**config.mk**
```make
export PLATFORM = sky130hd
export DESIGN_NAME = bitmap_font_text_rasterizer
export DESIGN_NICKNAME = d
export VERILOG_FILES = /design/src/rtl/core/bfr_pkg.sv /design/src/rtl/core/bitmap_font_text_rasterizer.sv
export SDC_FILE = /design/constraint.sdc
export NUM_CORES = 1
export LEC_CHECK = 0
export BUFFER_PORTS_ARGS = -buffer_cell sky130_fd_sc_hd__buf_2
export CAP_MARGIN = 0
export CORE_ASPECT_RATIO = 2
export CORE_MARGIN = 4
export CORE_UTILIZATION = 54
export CTS_BUF_LIST = sky130_fd_sc_hd__clkbuf_4 sky130_fd_sc_hd__clkbuf_8 sky130_fd_sc_hd__clkbuf_16
export DETAILED_ROUTE_END_ITERATION = 10
export PLACE_DENSITY = 0.85
export SYNTH_ARGS = -nofsm -noshare
export SYNTH_HDL_FRONTEND = slang
export SYNTH_MEMORY_MAX_BITS = 65536
export SYNTH_SLANG_ARGS = --single-unit
```
**constraint.sdc**
```tcl
create_clock -name i_clk -period 3.5 [get_ports i_clk]
set_clock_uncertainty 0.15 [all_clocks]
set_input_delay 0.175 -clock i_clk [delete_from_list [all_inputs] [get_ports i_clk]]
set_output_delay 0.175 -clock i_clk [all_outputs]
set_load 0.1 [all_outputs]
```
**src/rtl/core/bfr_pkg.sv**
```systemverilog
// Shared constants and the 5x7 font table for the bitmap font text rasterizer.
// No dependencies; imported by bitmap_font_text_rasterizer.
`default_nettype none

package bfr_pkg;

    localparam int COORD_BITS_DEF = 16;
    localparam int RECT_W         = 16;
    localparam int COLOR_W        = 32;
    localparam int CHAR_W         = 8;
    localparam int SCALE_W        = 5;
    localparam int START_W        = 16;
    localparam int GLYPH_ROWS     = 7;
    localparam int GLYPH_COLS     = 5;
    localparam int GLYPH_BITS     = GLYPH_ROWS * GLYPH_COLS;

    localparam logic [CHAR_W-1:0] NEWLINE_CODE = 8'd10;

    // Configuration register indexes
    localparam int CFG_IDX_W = 2;
    localparam logic [CFG_IDX_W-1:0] REG_START_X = 2'd0;
    localparam logic [CFG_IDX_W-1:0] REG_START_Y = 2'd1;
    localparam logic [CFG_IDX_W-1:0] REG_SCALE   = 2'd2;
    localparam logic [CFG_IDX_W-1:0] REG_COLOR   = 2'd3;

    localparam logic [SCALE_W-1:0]  SCALE_RST = 5'd2;
    localparam logic [START_W-1:0]  START_RST = 16'd16;
    localparam logic [COLOR_W-1:0]  COLOR_RST = 32'hFFFF_FFFF;

    typedef logic [GLYPH_BITS-1:0] t_glyph;

    // Glyph rows packed top row in the high bits; bit 4 of a row is its leftmost column.
    // Lower-case letters fold to upper case, anything not in the font is blank.
    function automatic t_glyph glyph_bits(input logic [CHAR_W-1:0] code);
        logic [CHAR_W-1:0] c;
        t_glyph g;
        c = code;
        if (code >= 8'h61 && code <= 8'h7A) begin
            c = code - 8'd32;
        end
        case (c)
            8'h2D: g = {5'h00,5'h00,5'h00,5'h1F,5'h00,5'h00,5'h00}; // -
            8'h2E: g = {5'h00,5'h00,5'h00,5'h00,5'h00,5'h06,5'h06}; // .
            8'h3A: g = {5'h00,5'h04,5'h04,5'h00,5'h04,5'h04,5'h00}; // :
            8'h30: g = {5'h0E,5'h11,5'h13,5'h15,5'h19,5'h11,5'h0E};
            8'h31: g = {5'h04,5'h0C,5'h04,5'h04,5'h04,5'h04,5'h0E};
            8'h32: g = {5'h0E,5'h11,5'h01,5'h02,5'h04,5'h08,5'h1F};
            8'h33: g = {5'h1E,5'h01,5'h01,5'h0E,5'h01,5'h01,5'h1E};
            8'h34: g = {5'h02,5'h06,5'h0A,5'h12,5'h1F,5'h02,5'h02};
            8'h35: g = {5'h1F,5'h10,5'h10,5'h1E,5'h01,5'h01,5'h1E};
            8'h36: g = {5'h0E,5'h10,5'h10,5'h1E,5'h11,5'h11,5'h0E};
            8'h37: g = {5'h1F,5'h01,5'h02,5'h04,5'h08,5'h08,5'h08};
            8'h38: g = {5'h0E,5'h11,5'h11,5'h0E,5'h11,5'h11,5'h0E};
            8'h39: g = {5'h0E,5'h11,5'h11,5'h0F,5'h01,5'h01,5'h0E};
            8'h41: g = {5'h0E,5'h11,5'h11,5'h1F,5'h11,5'h11,5'h11};
            8'h42: g = {5'h1E,5'h11,5'h11,5'h1E,5'h11,5'h11,5'h1E};
            8'h43: g = {5'h0E,5'h11,5'h10,5'h10,5'h10,5'h11,5'h0E};
            8'h44: g = {5'h1C,5'h12,5'h11,5'h11,5'h11,5'h12,5'h1C};
            8'h45: g = {5'h1F,5'h10,5'h10,5'h1E,5'h10,5'h10,5'h1F};
            8'h46: g = {5'h1F,5'h10,5'h10,5'h1E,5'h10,5'h10,5'h10};
            8'h47: g = {5'h0E,5'h11,5'h10,5'h17,5'h11,5'h11,5'h0F};
            8'h48: g = {5'h11,5'h11,5'h11,5'h1F,5'h11,5'h11,5'h11};
            8'h49: g = {5'h1F,5'h04,5'h04,5'h04,5'h04,5'h04,5'h1F};
            8'h4A: g = {5'h01,5'h01,5'h01,5'h01,5'h11,5'h11,5'h0E};
            8'h4B: g = {5'h11,5'h12,5'h14,5'h18,5'h14,5'h12,5'h11};
            8'h4C: g = {5'h10,5'h10,5'h10,5'h10,5'h10,5'h10,5'h1F};
            8'h4D: g = {5'h11,5'h1B,5'h15,5'h15,5'h11,5'h11,5'h11};
            8'h4E: g = {5'h11,5'h19,5'h15,5'h13,5'h11,5'h11,5'h11};
            8'h4F: g = {5'h0E,5'h11,5'h11,5'h11,5'h11,5'h11,5'h0E};
            8'h50: g = {5'h1E,5'h11,5'h11,5'h1E,5'h10,5'h10,5'h10};
            8'h51: g = {5'h0E,5'h11,5'h11,5'h11,5'h15,5'h12,5'h0D};
            8'h52: g = {5'h1E,5'h11,5'h11,5'h1E,5'h14,5'h12,5'h11};
            8'h53: g = {5'h0F,5'h10,5'h10,5'h0E,5'h01,5'h01,5'h1E};
            8'h54: g = {5'h1F,5'h04,5'h04,5'h04,5'h04,5'h04,5'h04};
            8'h55: g = {5'h11,5'h11,5'h11,5'h11,5'h11,5'h11,5'h0E};
            8'h56: g = {5'h11,5'h11,5'h11,5'h11,5'h11,5'h0A,5'h04};
            8'h57: g = {5'h11,5'h11,5'h11,5'h15,5'h15,5'h15,5'h0A};
            8'h58: g = {5'h11,5'h11,5'h0A,5'h04,5'h0A,5'h11,5'h11};
            8'h59: g = {5'h11,5'h11,5'h0A,5'h04,5'h04,5'h04,5'h04};
            8'h5A: g = {5'h1F,5'h01,5'h02,5'h04,5'h08,5'h10,5'h1F};
            default: g = '0; // space and unknown bytes
        endcase
        return g;
    endfunction

endpackage

`default_nettype wire

```
**src/rtl/core/bitmap_font_text_rasterizer.sv**
```systemverilog
// Bitmap font text rasterizer: one character in, one filled square out per lit glyph pixel.
// Depends on bfr_pkg (font table, register indexes, widths).
`default_nettype none

// Each request on the slave side carries one character byte (tdata) and a new-string flag
// (tuser). A newline (byte 10) only moves the cursor: x back to start_x, y down by
// 9 x pixel_scale; it produces nothing. Any other byte is upper-cased and looked up in the
// 5x7 font; unknown bytes draw blank but still advance the cursor. A glyph is scanned by one
// sequencer, one candidate pixel per cycle unless a lit one waits on the master side, row
// by row and left to right, through shared x and y adders for the far edges. Each lit pixel
// yields one pixel_scale-square rectangle on the master side; tlast marks the last one of
// the character. A character is accepted, scanned one candidate pixel at a time up to its
// last lit pixel (at most 35), then the cursor advances; a blank glyph skips the scan. The
// slave side is not ready while a character is in progress. All coordinates saturate at
// 2^COORD_BITS-1 and leave on 16-bit fields. Configuration writes are always accepted and
// should be issued while idle.
module bitmap_font_text_rasterizer #(
    parameter int COORD_BITS = bfr_pkg::COORD_BITS_DEF
) (
    input  wire logic                             i_clk,
    input  wire logic                             i_rst_n,
    // slave side: character requests
    input  wire logic                             i_s_tvalid,
    output      logic                             o_s_tready,
    input  wire logic [bfr_pkg::CHAR_W-1:0]       i_s_tdata,   // [7:0] char_code
    input  wire logic                             i_s_tuser,   // [0] new_text
    // master side: rectangles
    output      logic                             o_m_tvalid,
    input  wire logic                             i_m_tready,
    // [15:0] rect_left, [31:16] rect_top, [47:32] rect_right,
    // [63:48] rect_bottom, [95:64] pixel_color
    output      logic [4*bfr_pkg::RECT_W+bfr_pkg::COLOR_W-1:0] o_m_tdata,
    output      logic                             o_m_tlast,   // last_pixel
    // configuration write channel
    input  wire logic                             i_cfg_valid,
    output      logic                             o_cfg_ready,
    input  wire logic [bfr_pkg::CFG_IDX_W-1:0]    i_cfg_index,
    input  wire logic [bfr_pkg::COLOR_W-1:0]      i_cfg_data
);
    import bfr_pkg::*;

    localparam int CW = COORD_BITS;
    localparam int WW = (CW > START_W) ? CW : START_W;
    localparam logic [CW-1:0] CMAX = '1;

    localparam logic [1:0] ST_IDLE = 2'd0;
    localparam logic [1:0] ST_SCAN = 2'd1;
    localparam logic [1:0] ST_ADV  = 2'd2;

    // Clamp a start register into the cursor range.
    function automatic logic [CW-1:0] sat_start(input logic [START_W-1:0] v);
        logic [WW-1:0] w;
        w = WW'(v);
        if (w > WW'(CMAX)) begin
            return CMAX;
        end
        return CW'(w);
    endfunction

    // Sums below carry at most one bit past the cursor width.
    function automatic logic [CW-1:0] sat1(input logic [CW:0] v);
        return v[CW] ? CMAX : v[CW-1:0];
    endfunction

    // configuration registers
    logic [START_W-1:0] r_start_x, r_start_y;
    logic [SCALE_W-1:0] r_scale;
    logic [COLOR_W-1:0] r_color;

    // sequencer and cursor
    logic [1:0]            r_state;
    logic [CW-1:0]         r_cur_col, r_cur_row;
    t_glyph                r_bits;      // remaining candidates, current one on top
    logic [2:0]            r_col;       // column of the current candidate
    logic [CW:0]           r_x, r_y;    // unsaturated left / top of current candidate

    // output stage
    logic                  r_out_valid;
    logic                  r_out_last;
    logic [RECT_W-1:0]     r_out_left, r_out_top, r_out_right, r_out_bottom;
    logic [COLOR_W-1:0]    r_out_color;

    logic                  w_accept;
    logic                  w_newline;
    logic [CW-1:0]         w_base_col, w_base_row, w_start_col;
    t_glyph                w_glyph;
    logic [CW:0]           w_x1, w_y1;
    logic                  w_cur_bit, w_rest_empty, w_out_free, w_step, w_load;
    logic [CW:0]           w_row_nl, w_col_adv;
    logic [8:0]            w_nine_s, w_six_s;

    assign o_cfg_ready = 1'b1;
    assign o_s_tready  = (r_state == ST_IDLE);
    assign w_accept    = i_s_tvalid && o_s_tready;

    assign w_start_col = sat_start(r_start_x);
    assign w_base_col  = i_s_tuser ? w_start_col : r_cur_col;
    assign w_base_row  = i_s_tuser ? sat_start(r_start_y) : r_cur_row;
    assign w_newline   = (i_s_tdata == NEWLINE_CODE);
    assign w_glyph     = glyph_bits(i_s_tdata);

    // 9 x scale down for a newline, 6 x scale right after a character
    assign w_nine_s  = {1'b0, r_scale, 3'b000} + {4'b0000, r_scale};
    assign w_six_s   = {2'b00, r_scale, 2'b00} + {3'b000, r_scale, 1'b0};
    assign w_row_nl  = {1'b0, w_base_row} + (CW+1)'(w_nine_s);
    assign w_col_adv = {1'b0, r_cur_col} + (CW+1)'(w_six_s);

    // shared add unit: far edges of the current candidate square
    assign w_x1 = r_x + (CW+1)'(r_scale);
    assign w_y1 = r_y + (CW+1)'(r_scale);

    assign w_cur_bit    = r_bits[GLYPH_BITS-1];
    assign w_rest_empty = (r_bits[GLYPH_BITS-2:0] == '0);
    assign w_out_free   = !r_out_valid || i_m_tready;
    // unlit candidates pass freely; a lit one waits for room in the output stage
    assign w_step       = (r_state == ST_SCAN) && (!w_cur_bit || w_out_free);
    assign w_load       = w_step && w_cur_bit;

    // configuration writes
    always_ff @(posedge i_clk) begin
        if (!i_rst_n) begin
            r_start_x <= START_RST;
            r_start_y <= START_RST;
            r_scale   <= SCALE_RST;
            r_color   <= COLOR_RST;
        end else if (i_cfg_valid) begin
            case (i_cfg_index)
                REG_START_X: r_start_x <= i_cfg_data[START_W-1:0];
                REG_START_Y: r_start_y <= i_cfg_data[START_W-1:0];
                REG_SCALE:   r_scale   <= i_cfg_data[SCALE_W-1:0];
                REG_COLOR:   r_color   <= i_cfg_data;
                default: ;
            endcase
        end
    end

    // sequencer, cursor and scan position
    always_ff @(posedge i_clk) begin
        if (!i_rst_n) begin
            r_state   <= ST_IDLE;
            r_cur_col <= sat_start(START_RST);
            r_cur_row <= sat_start(START_RST);
            r_bits    <= '0;
            r_col     <= '0;
        end else begin
            case (r_state)
                ST_IDLE: begin
                    if (w_accept) begin
                        if (w_newline) begin
                            // return carriage, drop a line; nothing to draw
                            r_cur_col <= w_start_col;
                            r_cur_row <= sat1(w_row_nl);
                        end else begin
                            r_cur_col <= w_base_col;
                            r_cur_row <= w_base_row;
                            r_bits    <= w_glyph;
                            r_col     <= '0;
                            r_state   <= (w_glyph == '0) ? ST_ADV : ST_SCAN;
                        end
                    end
                end
                ST_SCAN: begin
                    if (w_step) begin
                        r_bits <= r_bits << 1;
                        if (r_col == 3'(GLYPH_COLS - 1)) begin
                            r_col <= '0;
                        end else begin
                            r_col <= r_col + 3'd1;
                        end
                        if (w_rest_empty) begin
                            r_state <= ST_ADV;
                        end
                    end
                end
                ST_ADV: begin
                    r_cur_col <= sat1(w_col_adv);
                    r_state   <= ST_IDLE;
                end
                default: r_state <= ST_IDLE;
            endcase
        end
    end

    // running square origin: step right by scale, wrap to the next row at the last column
    always_ff @(posedge i_clk) begin
        if (w_accept) begin
            r_x <= {1'b0, w_base_col};
            r_y <= {1'b0, w_base_row};
        end else if (w_step) begin
            if (r_col == 3'(GLYPH_COLS - 1)) begin
                r_x <= {1'b0, r_cur_col};
                r_y <= w_y1;
            end else begin
                r_x <= w_x1;
            end
        end
    end

    // output stage: hold until taken, refill on a lit candidate
    always_ff @(posedge i_clk) begin
        if (!i_rst_n) begin
            r_out_valid <= 1'b0;
        end else if (w_load) begin
            r_out_valid <= 1'b1;
        end else if (i_m_tready) begin
            r_out_valid <= 1'b0;
        end
    end

    always_ff @(posedge i_clk) begin
        if (w_load) begin
            r_out_left   <= RECT_W'(sat1(r_x));
            r_out_top    <= RECT_W'(sat1(r_y));
            r_out_right  <= RECT_W'(sat1(w_x1));
            r_out_bottom <= RECT_W'(sat1(w_y1));
            r_out_color  <= r_color;
            r_out_last   <= w_rest_empty;
        end
    end

    assign o_m_tvalid = r_out_valid;
    assign o_m_tdata  = {r_out_color, r_out_bottom, r_out_right, r_out_top, r_out_left};
    assign o_m_tlast  = r_out_last;

    // a scan never runs past the last lit pixel
    a_scan_has_bits: assert property (@(posedge i_clk) disable iff (!i_rst_n)
        (r_state == ST_SCAN) |-> (r_bits != '0))
        else $error("scan active with no lit pixels left");

    // each row starts back at the cursor column
    a_row_origin: assert property (@(posedge i_clk) disable iff (!i_rst_n)
        (r_state == ST_SCAN && r_col == '0) |-> (r_x == {1'b0, r_cur_col}))
        else $error("row scan does not start at cursor column");

    a_col_range: assert property (@(posedge i_clk) disable iff (!i_rst_n)
        (r_state == ST_SCAN) |-> (r_col < 3'(GLYPH_COLS)))
        else $error("column counter out of range");

    // the rectangle that ends a scan carries the last-pixel mark
    a_last_mark: assert property (@(posedge i_clk) disable iff (!i_rst_n)
        (w_load && w_rest_empty) |=> (r_out_valid && r_out_last && r_state == ST_ADV))
        else $error("final rectangle not marked last");

    // a newline draws nothing
    a_newline_quiet: assert property (@(posedge i_clk) disable iff (!i_rst_n)
        (w_accept && w_newline) |=> (r_state == ST_IDLE))
        else $error("newline started a scan");

endmodule

`default_nettype wire
```
==> results by group <==
Setup path
  • Slowest stage cell, crit path: or4b_2
  • Cell Chain, Critical Path: fa_1 > ha_1 > inv_1 > fa_1 > nor2b_1 > o21ai_1 > a21boi_1 > o21ai_2 > a21oi_1 > buf_4 > or4b_2 > o311a_1
  • Worst Path Buf+Inv: 2
  • Crit end category: flop
  • Crit path kind: reg -> reg
  • Worst path top cell family by delay: adder cells
  • Most used cell, CP: fa_1
  • Critical Path RT: 3.77 ns
  • CP Launch Type: flop
  • Critical path arrival: 3.63 ns
  • Worst path max stage delay: 0.66 ns
  • Worst-path fanout max: 4

Timing
  • Minimum clock period: 3.35 ns
  • Final hold vios: 0
  • Final Max Tran Viols: 0
  • Setup TNS: 0 ns
  • RSZ-0062 raised after global routing: false
  • Setup Viol. Count Final: 0
  • Max Clock Freq: 298 MHz
  • Worst-margin pin slew: 1.25 ns
  • Period utilization: 95.8%
  • Headroom to the max-slew limit: 16.6%

Global routing
  • Largest net degree at the start of global routing: 61
  • GRT Util Overall: 32.4%
  • First-pass GRT wire length: 73.8 mm
  • Vias in the first global route: 13,700
  • Grt ovf: 0
  • Initial antenna violation count: 1

Clock network
  • Max clock buf depth: 3
  • Clk sink count: 273
  • CTS tree: done
  • H-tree depth: 1
  • CTS root buf: clkbuf_16
  • Reg clk slew, reported paths: 0.07 ns
  • Insertion delay to the later sink of the worst-skew pair: 0.54 ns
  • Total CTS buffers: 23

Power
  • Worst vdd ir: 0.479 mV
  • Clock power share: 27.1%
  • Net Switching: 0.00323 W
  • Reg power frac: 44.2%
  • Leakage power: 7.03 nW
  • Switching share of power: 34.5%
  • Pwr per Cell Area: 538 nW/µm²
  • Internal Dissipation: 0.00615 W
  • Combinational Power Share: 28.8%

Synth
  • Area leader, netlist: edfxtp_1
  • Top cells by area, synth: edfxtp_1 27%, dfxtp_1 20%, nand2_1 7.4%
  • Synth top area share: 26.6%
  • XOR/XNOR share of the synthesized area: 2.71%
  • Mux contribution to synthesized area: 2.94%
  • Synth Cell Area: 14,600 µm²
  • Mapped Cells: 1,610
  • Ys flop type: dfxtp_1
  • Post-Synth Simple-Gate Area: 20.4%
  • Compound-cell area share of the yosys netlist: 17.8%
  • Post-synth EDFFs: 129
  • Synth Area per Inst: 9.04 µm²
  • Syn Nets: 1,711
  • Synthesis Warnings: 0
  • Sequential cell area fraction in the yosys report: 46.4%
  • Largest family of logic cells by synthesized area: simple AND/OR/NAND/NOR gates
  • Distinct cell type count after synthesis: 84
  • Adder-cell share of the synthesized area: 5.07%
  • Asr flop ratio synth: 0%
  • Synth Register Bits: 273

Outcome
  • Status: complete, no violations

Route
  • Drt initial violations: 1,152
  • DR vias/cell: 6.15
  • Pre-Repair DR Iteration Count: 5
  • Post-route ant nets: 0
  • Vias: 13,500
  • Drt total wl: 48.1 mm
  • DRC Markers: 0
  • Routed WL per cell: 21.9 µm

Finish
  • Fill cells: 2,153
  • Layout cell share with drive strength beyond 1: 21.7%
  • Design Area, Final: 17,400 µm²
  • Area growth syn-to-layout: 19.6%
  • Final #Nets: 1,935
  • Final cell count without fillers: 2,196
  • Final core utilization: 65.8%

Placed design
  • HPWL Detailed: 34.6 mm
  • GP Congestion: 1.04
  • Cell Area, Placed: 16,300 µm²
  • Placed Instances: 2,116
  • Port Buf Inserts: 146

Floorplan
  • Initial Util: 55.0%
  • Core Rows: 84
  • I/O pin cnt: 148
  • Die footprint: 29,800 µm²
  • Die width: 124 µm
  • Die Span Y: 240 µm
  • Core Region: 26,500 µm²

Hold path
  • Hold WC Path Type: in -> reg

Job
  • Max-Cap Viols: 0
[layout make-up]
| class | count | area [µm²] | area share [%] |
|---|---|---|---|
| antenna | 1 | 2.50 | 0.0144 |
| clock buffer | 34 | 688 | 3.95 |
| clock inverter | 8 | 48.8 | 0.280 |
| inverter | 37 | 139 | 0.797 |
| multi-input combinational | 1188 | 7170 | 41.1 |
| sequential | 273 | 6760 | 38.8 |
| tap | 344 | 430 | 2.47 |
| timing repair buffer | 311 | 2190 | 12.6 |
[metal layers]
layer / routed length [µm] / global-route usage [%] / vias to the layer above
met5: 0 / 0 / -
met3: 2680 / 4.28 / 273
li1: - / - / 6201
met1: 15000 / 31.0 / 6359
met2: 24600 / 57.3 / 678
met4: 5750 / 31.1 / 0
[flip-flops by register name, indices dropped and copies added, names as in the netlist, 16 cells and up]
| signal | count |
|---|---|
| r_out_left | 16 |
| r_start_x | 16 |
| r_start_y | 16 |
| r_cur_col | 16 |
| r_out_color | 32 |
| r_x | 17 |
| r_y | 17 |
| r_color | 32 |
| r_out_top | 16 |
| r_out_right | 16 |
| r_bits | 35 |
| r_cur_row | 16 |
| r_out_bottom | 16 |
[Yosys cell counts (12+ instances only)]
library cell / instances
a221oi_1: 12
ha_1: 43
buf_2: 18
nor2b_1: 22
nand3_1: 71
a21o_1: 12
nor3_1: 21
o22ai_1: 31
or2_2: 35
inv_1: 36
xnor2_1: 23
o211ai_1: 14
a31oi_1: 14
a311oi_1: 17
mux2i_1: 18
dfxtp_1: 144
nor2_1: 123
nand2_1: 287
a21oi_1: 140
mux2_2: 16
nand2b_1: 20
xor2_1: 22
clkbuf_1: 72
edfxtp_1: 129
o21ai_0: 76
[power groups by stage]
stage / clock (W) / combinational (W) / sequential (W)
final: 0.00254 / 0.00270 / 0.00414
after global routing: 0.00269 / 0.00292 / 0.00417
after CTS: 0.00256 / 0.00266 / 0.00412
after detailed placement: 0 / 0.00261 / 0.00419
after global placement: 0 / 0.00254 / 0.00416
after floorplan: 0 / 0.00150 / 0.00451
[timing repair]
| item | in CTS | in global routing |
|---|---|---|
| hold buffers | 37 | 0 |
| endpoints found under the hold margin | 70 | 0 |
| cloned | 0 | 0 |
| gates resized for setup | 2 | 3 |
| buffers inserted | 0 | 0 |
| setup endpoints to repair | 3 | 15 |
[worst min-delay path, cell delays in order]
cell and delay (ns):
buf_2 0.11, inv_2 0.28, nor2_1 0.18
[stage by stage]
step	hold WS, ns	setup WS (ns)	total power, W
detailed placement	0.244	-0.0854	0.00680
CTS	0.0588	0.0534	0.00934
finish	0.105	0.145	0.00938
floorplan	0.149	0.0189	0.00601
global placement	0.233	0.00644	0.00670
global route	0.134	0.0203	0.00978
[path summary, 6_finish.rpt]
path                start             end  slack [ns]  cells after the start
max reg2reg  r_cur_col[2]   r_cur_col[15]        0.15                     12
min reg2reg    r_color[6]  r_out_color[6]        0.28                      0
min               i_rst_n      r_scale[4]        0.11                      3
max          r_cur_col[2]   r_cur_col[15]        0.15                     12
[placed cells by master (no fill, tap or decap), types with 22 or more instances in the layout]
master / n
nand2_1: 287
buf_2: 146
dfxtp_1: 144
a21oi_1: 140
edfxtp_1: 129
nor2_1: 122
buf_4: 118
o21ai_0: 74
nand3_1: 71
ha_1: 43
dlygate4sd3_1: 37
inv_1: 36
or2_2: 35
o22ai_1: 31
clkbuf_16: 24
xnor2_1: 23
xor2_1: 22
[cells by family after synthesis]
group,Yosys count
other cells,1
flops,273
fa+ha+maj,53
xor+xnor,45
simple gates,645
compound gates,407
buf+inv,149
mux,37
Power figures use the tool's default switching activity.
